File: src/hw/rtl/xrng_pkg.sv
package xrng_pkg;

    localparam int unsigned WORD_W = 64;
    localparam int unsigned HALF_W = WORD_W / 2;
    localparam int unsigned SEED_W = 31;
    localparam int unsigned OP_W   = 2;

    localparam logic [OP_W-1:0] OP_DRAW = 2'd0;
    localparam logic [OP_W-1:0] OP_SEED = 2'd1;
    localparam logic [OP_W-1:0] OP_JUMP = 2'd2;

    localparam logic [WORD_W-1:0] MIX_GAMMA = 64'h9E37_79B9_7F4A_7C15;
    localparam logic [WORD_W-1:0] MIX_MUL1  = 64'hBF58_476D_1CE4_E5B9;
    localparam logic [WORD_W-1:0] MIX_MUL2  = 64'h94D0_49BB_1331_11EB;

    localparam logic [2*WORD_W-1:0] JUMP_POLY =
        128'hd86b_048b_86aa_9922_beac_0467_eba5_facb;

    localparam int unsigned ROT_A   = 55;
    localparam int unsigned SHIFT_B = 14;
    localparam int unsigned ROT_C   = 36;
    localparam int unsigned MIX_S1  = 30;
    localparam int unsigned MIX_S2  = 27;
    localparam int unsigned MIX_S3  = 31;

    localparam logic [WORD_W-1:0] SEED_RESET = 64'd1;

    typedef struct packed {
        logic [WORD_W-1:0] hi;
        logic [WORD_W-1:0] lo;
    } t_state;

    function automatic t_state xr_advance(input t_state s);
        logic [WORD_W-1:0] t;
        t_state            r;
        t    = s.lo ^ s.hi;
        r.lo = ((s.lo << ROT_A) | (s.lo >> (WORD_W - ROT_A))) ^ t ^ (t << SHIFT_B);
        r.hi = (t << ROT_C) | (t >> (WORD_W - ROT_C));
        return r;
    endfunction

endpackage

File: src/hw/rtl/xoroshiro128plus_rng.sv
// Draw: result registered in the cycle after the request; one draw per cycle sustained while i_stall is low.
// Seed: three splitmix64 words, each through two 64-bit products
// formed as three 32x32 partial products on one shared multiplier.
// Jump: one state step per polynomial bit on the shared step unit.
// Reset (synchronous, active low) starts a seed with value 1; o_stall is high
// until that seed completes.
module xoroshiro128plus_rng
    import xrng_pkg::*;
(
    input  logic                i_clk,
    input  logic                i_rst_n,
    input  logic                i_valid,
    output logic                o_stall,
    input  logic [OP_W-1:0]     i_operation,
    input  logic [SEED_W-1:0]   i_seed_value,
    output logic                o_valid,
    input  logic                i_stall,
    output logic [WORD_W-1:0]   o_random_word
);

    typedef enum logic [2:0] {
        S_IDLE,
        S_MIX_START,
        S_MUL,
        S_MUL_DONE,
        S_JUMP
    } t_fsm;

    t_fsm              r_st, n_st;
    t_state            r_state, n_state;
    logic [WORD_W-1:0] r_ctr, n_ctr;
    logic [WORD_W-1:0] r_z, n_z;
    logic [WORD_W-1:0] r_acc, n_acc;
    logic              r_mul_sel, n_mul_sel;
    logic [1:0]        r_pp, n_pp;
    logic [1:0]        r_word, n_word;
    logic [6:0]        r_jcnt, n_jcnt;
    logic              r_out_valid, n_out_valid;
    logic [WORD_W-1:0] r_out_word, n_out_word;

    t_state            adv;
    logic [WORD_W-1:0] mul_c;
    logic [HALF_W-1:0] mul_a, mul_b;
    logic [WORD_W-1:0] prod;
    logic [WORD_W-1:0] ctr_inc;
    logic [WORD_W-1:0] mix_out;
    logic              accept;
    logic              out_take;
    logic              jbit;

    assign adv      = xr_advance(r_state);
    assign o_stall  = (r_st != S_IDLE) || (r_out_valid && i_stall);
    assign accept   = i_valid && !o_stall;
    assign out_take = r_out_valid && !i_stall;
    assign o_valid       = r_out_valid;
    assign o_random_word = r_out_word;

    assign mul_c = r_mul_sel ? MIX_MUL2 : MIX_MUL1;
    assign mul_a = (r_pp == 2'd2) ? r_z[WORD_W-1:HALF_W] : r_z[HALF_W-1:0];
    assign mul_b = (r_pp == 2'd1) ? mul_c[WORD_W-1:HALF_W] : mul_c[HALF_W-1:0];
    assign prod  = mul_a * mul_b;

    assign ctr_inc = r_ctr + MIX_GAMMA;
    assign mix_out = r_acc ^ (r_acc >> MIX_S3);
    assign jbit    = JUMP_POLY[r_jcnt];

    always_comb begin
        n_st        = r_st;
        n_state     = r_state;
        n_ctr       = r_ctr;
        n_z         = r_z;
        n_acc       = r_acc;
        n_mul_sel   = r_mul_sel;
        n_pp        = r_pp;
        n_word      = r_word;
        n_jcnt      = r_jcnt;
        n_out_valid = r_out_valid && !out_take;
        n_out_word  = r_out_word;

        unique case (r_st)
            S_IDLE: begin
                if (accept) begin
                    unique case (i_operation)
                        OP_DRAW: begin
                            n_out_valid = 1'b1;
                            n_out_word  = r_state.lo + r_state.hi;
                            n_state     = adv;
                        end
                        OP_SEED: begin
                            n_ctr  = {{(WORD_W - SEED_W){1'b0}}, i_seed_value};
                            n_word = 2'd0;
                            n_st   = S_MIX_START;
                        end
                        OP_JUMP: begin
                            n_acc  = '0;
                            n_z    = '0;
                            n_jcnt = '0;
                            n_st   = S_JUMP;
                        end
                        default: begin
                        end
                    endcase
                end
            end
            S_MIX_START: begin
                n_ctr     = ctr_inc;
                n_z       = ctr_inc ^ (ctr_inc >> MIX_S1);
                n_mul_sel = 1'b0;
                n_pp      = 2'd0;
                n_st      = S_MUL;
            end
            S_MUL: begin
                if (r_pp == 2'd0) begin
                    n_acc = prod;
                end else begin
                    n_acc = r_acc + {prod[HALF_W-1:0], {HALF_W{1'b0}}};
                end
                if (r_pp == 2'd2) begin
                    n_st = S_MUL_DONE;
                end else begin
                    n_pp = r_pp + 2'd1;
                end
            end
            S_MUL_DONE: begin
                if (!r_mul_sel) begin
                    n_z       = r_acc ^ (r_acc >> MIX_S2);
                    n_mul_sel = 1'b1;
                    n_pp      = 2'd0;
                    n_st      = S_MUL;
                end else begin
                    if (r_word == 2'd1) begin
                        n_state.lo = mix_out;
                    end
                    if (r_word == 2'd2) begin
                        n_state.hi = mix_out;
                        n_st       = S_IDLE;
                    end else begin
                        n_word = r_word + 2'd1;
                        n_st   = S_MIX_START;
                    end
                end
            end
            S_JUMP: begin
                if (jbit) begin
                    n_acc = r_acc ^ r_state.lo;
                    n_z   = r_z ^ r_state.hi;
                end
                if (r_jcnt == 7'h7F) begin
                    n_state.lo = n_acc;
                    n_state.hi = n_z;
                    n_st       = S_IDLE;
                end else begin
                    n_state = adv;
                    n_jcnt  = r_jcnt + 7'd1;
                end
            end
            default: begin
                n_st = S_IDLE;
            end
        endcase
    end

    always_ff @(posedge i_clk) begin
        if (!i_rst_n) begin
            r_st        <= S_MIX_START;
            r_ctr       <= SEED_RESET;
            r_word      <= 2'd0;
            r_mul_sel   <= 1'b0;
            r_pp        <= 2'd0;
            r_jcnt      <= '0;
            r_out_valid <= 1'b0;
        end else begin
            r_st        <= n_st;
            r_ctr       <= n_ctr;
            r_word      <= n_word;
            r_mul_sel   <= n_mul_sel;
            r_pp        <= n_pp;
            r_jcnt      <= n_jcnt;
            r_out_valid <= n_out_valid;
        end
        r_state    <= n_state;
        r_z        <= n_z;
        r_acc      <= n_acc;
        r_out_word <= n_out_word;
    end

    a_draw_result: assert property (@(posedge i_clk) disable iff (!i_rst_n)
        (accept && i_operation == OP_DRAW) |=> o_valid)
        else $error("draw request gave no result");

    a_no_result_while_busy: assert property (@(posedge i_clk) disable iff (!i_rst_n)
        (r_st != S_IDLE && !o_valid) |=> !o_valid)
        else $error("result appeared during seed or jump");

    a_pp_range: assert property (@(posedge i_clk) disable iff (!i_rst_n)
        (r_st == S_MUL) |-> (r_pp != 2'd3))
        else $error("partial product index out of range");

    a_jump_end: assert property (@(posedge i_clk) disable iff (!i_rst_n)
        (r_st == S_JUMP && r_jcnt == 7'h7F) |=> (r_st == S_IDLE))
        else $error("jump did not finish after last bit");

endmodule
File: config.mk
export PLATFORM = sky130hd
export DESIGN_NAME = xoroshiro128plus_rng
export DESIGN_NICKNAME = d
export VERILOG_FILES = /design/src/hw/rtl/xrng_pkg.sv /design/src/hw/rtl/xoroshiro128plus_rng.sv
export SDC_FILE = /design/constraint.sdc
export NUM_CORES = 2
export LEC_CHECK = 0
export BUFFER_PORTS_ARGS = -buffer_cell sky130_fd_sc_hd__buf_2
export CORE_AREA = 10 10 421 423
export DETAILED_ROUTE_END_ITERATION = 8
export DIE_AREA = 0 0 431 433
export PLACE_DENSITY_LB_ADDON = 0.3
export SETUP_SLACK_MARGIN = 0.15
export SLEW_MARGIN = 10
export SYNTH_ARGS = -nofsm -noshare
export SYNTH_HDL_FRONTEND = slang
export SYNTH_SLANG_ARGS = --single-unit
File: constraint.sdc
create_clock -name i_clk -period 19 [get_ports i_clk]
set_input_delay 3.8 -clock i_clk [delete_from_list [all_inputs] [get_ports i_clk]]
set_output_delay 3.8 -clock i_clk [all_outputs]
set_load 0.1 [all_outputs]
==> impl_results.md <==
- Status: completed
- Total nets after synthesis: 7785
- Core area: 169000 sq um
- CTS H-tree lvls: 2
- Antenna Violating Nets Remaining: 0
- Crit path capture type: flip-flop
- Hold buffer count at cts: 0
- Final hold violation count: 0
- # setup viols final: 0
- Most used cell, CP: fa_1
- Placed cell area: 61200 sq um
- Rows: 151
- CP max FO: 34
- GPL Wtd Cong: 0.975
- Die area: 187000 sq um
- Chip Width: 431 um
- Via count: 48100
- EDFF count, synth: 320
- Maximum clock path buffer count: 3
- Synth Register Bits: 401
- Io pins: 103
- Crit-path slowest cell: buf_4
- Drt initial violations: 6082
- Async S/R FF share, synth: 0%
- Final Max Tran Viols: 0
- TritonCTS Buffers: 47
- Die height: 433 um
- Final worst path period need: 11.28 ns
- Syn avg cell area: 9.06 sq um
- WS Path Type: reg -> reg
- Peak Freq: 88.7 MHz
- Post-CTS setup buffer count: 0
- Synth Flop Type: edfxtp_1
- CP peak stage delay: 0.66 ns
- Largest net degree at the start of global routing: 90
- Delay-heaviest family, CP: adder cells
- Post-Syn Instances: 6479
- Buf+Inv Stages, Crit Path: 7
- Slew HR: 3.81%
- # DRC: 0
- Initial antenna violation count: 9
- Post-route cell area: 62800 sq um
- Clk_lat worst skew: 0.63 ns
- Top cell type by total area after synthesis: fa_1
- Clock sink count: 401
- TritonCTS clock tree: done
- Initial Utilization: 34.8%
- Critical path launch point type: flip-flop
- Gr ovfl total: 0
- Number of global-route vias before repair: 47200
- IO buf count: 102
- Drt pass-1 iters: 6
- First-pass GRT wire length: 343000 um
- Post-cts sizing count: 0
- Synthesized cell area: 58700 sq um
- All-Layer GR Usage: 25.0%
- Seq/Total Area, Yosys: 19.1%
- Routed WL per cell: 27.9 um
- Vias per cell: 5.60
- P&R area growth vs syn: 6.90%
- Dpl hpwl: 196000 um
- YS warnings: 0
- Layout cell share with drive strength beyond 1: 5.02%
- Worst Max-Slew Pin Slew: 1.43 ns
- Layout Skew: 0.0183 ns
- Critical path arrival: 11.64 ns
- # nets final: 7645
- Clk pin slew, worst setup/hold paths: 0.06 ns
- Max Cap Viol: 0
- Root Buffer: clkbuf_16
- WP data required: 19.36 ns
- RSZ-0062 raised after global routing: false
- Top cell type's share of synthesized area: 28.1%
- Area contributors post-synth: fa_1 28%, edfxtp_1 16%, ha_1 9.5%
- Total Wirelength: 240000 um
- Netlist cell types: 95
- Hold Crit Class: reg -> reg
- Setup TNS Final: 0 ns
- Fin crit share: 59.3%
[cell usage after synthesis, drive strengths merged (50+ instances only)]
cell type     n
inv        1029
fa          824
nand2       696
nor2        516
ha          445
a21oi       350
xnor2       346
edfxtp      320
o21ai       292
clkbuf      285
xor2        214
a21o        117
nor3         93
o211ai       88
dfxtp        81
o221ai       79
buf          55
nand3        52
nand2b       50
[cell type report]
| class | count | area [sq um] |
|---|---|---|
| timing repair buffer | 151 | 882 |
| clock buffer | 64 | 1380 |
| tap | 2218 | 2780 |
| fill | 17200 | 106000 |
| multi-input combinational | 4705 | 42400 |
| clock inverter | 19 | 185 |
| sequential | 401 | 11200 |
| inverter | 1033 | 3880 |
| antenna | 4 | 10.0 |
[sequential cells by signal, summed over array words and instances, names as in the netlist]
signal and count:
r_mul_sel 1, r_ctr 64, r_z 64, r_pp 2, r_acc 64, r_word 2
r_state 128, o_random_word 64, jbit 1, r_jcnt 7, r_st 3, o_valid 1
[metrics by stage]
| step | worst slack (ns) | util, % | hold slack, ns | instances |
|---|---|---|---|---|
| finish | 7.72 | 37.2 | 0.498 | 8595 |
| global route | 7.07 | 37.2 | 0.538 | 8591 |
| CTS | 7.83 | 37.2 | 0.503 | 8591 |
| detailed placement | 7.88 | 36.3 | 0.493 | 8508 |
| global placement | 7.20 | 36.3 | 0.475 | 8507 |
| floorplan | 9.24 | - | 0.462 | 6479 |
[placed cells by master (no fill, tap or decap), types with 52 or more instances in the layout]
master    count
edfxtp_1    320
fa_1        824
ha_1        442
o21ai_0     288
o221ai_1     79
xor2_1      213
dfxtp_1      79
buf_2       102
a21oi_1     349
nor2_1      510
nor3_1       91
o211ai_1     88
nand2_1     693
a21o_1      115
xnor2_1     345
inv_1      1027
nand3_1      52
[logic make-up (layout without fill, tap and decap cells)]
group | Yosys count | in the layout | share of synthesized area (%)
and+or+nand+nor | 1569 | 1569 | 11.4
buffers and inverters | 1373 | 1267 | 8.80
adders and majority gates | 1269 | 1269 | 37.6
AOI/OAI and AO/OA | 1259 | 1259 | 13.8
xor gates and xnor gates | 560 | 560 | 8.38
DFF | 401 | 401 | 19.1
muxes | 48 | 48 | 0.908
other | 0 | 4 | 0
[metal layers]
metal	vias up	global-route usage [%]	part of all wire (%)
li1	21000	-	-
met1	24100	34.5	42
met2	2614	37.6	43
met3	440	5.17	9.9
met4	6	11.3	5.5
met5	-	0	0.016
[worst paths after layout]
check                       startpoint                    to  slack (ns)  cells after the start
hold / removal    r_pp[1]$_SDFFE_PN0P_  r_pp[1]$_SDFFE_PN0P_        0.50                      2
setup / recovery  r_pp[0]$_SDFFE_PN0P_   r_acc[57]$_DFFE_PP_        7.72                     38
setup reg to reg  r_pp[0]$_SDFFE_PN0P_   r_acc[57]$_DFFE_PP_        7.72                     38
hold reg to reg   r_pp[1]$_SDFFE_PN0P_  r_pp[1]$_SDFFE_PN0P_        0.50                      2
[tightest hold or removal path, cell delays in order (launching register included)]
cell,delay (ns)
dfxtp_1,0.33
nand2b_1,0.07
a21oi_1,0.05
Power is not shown: default switching activity piles up to over one toggle a cycle in this logic, so the estimate is an artifact.
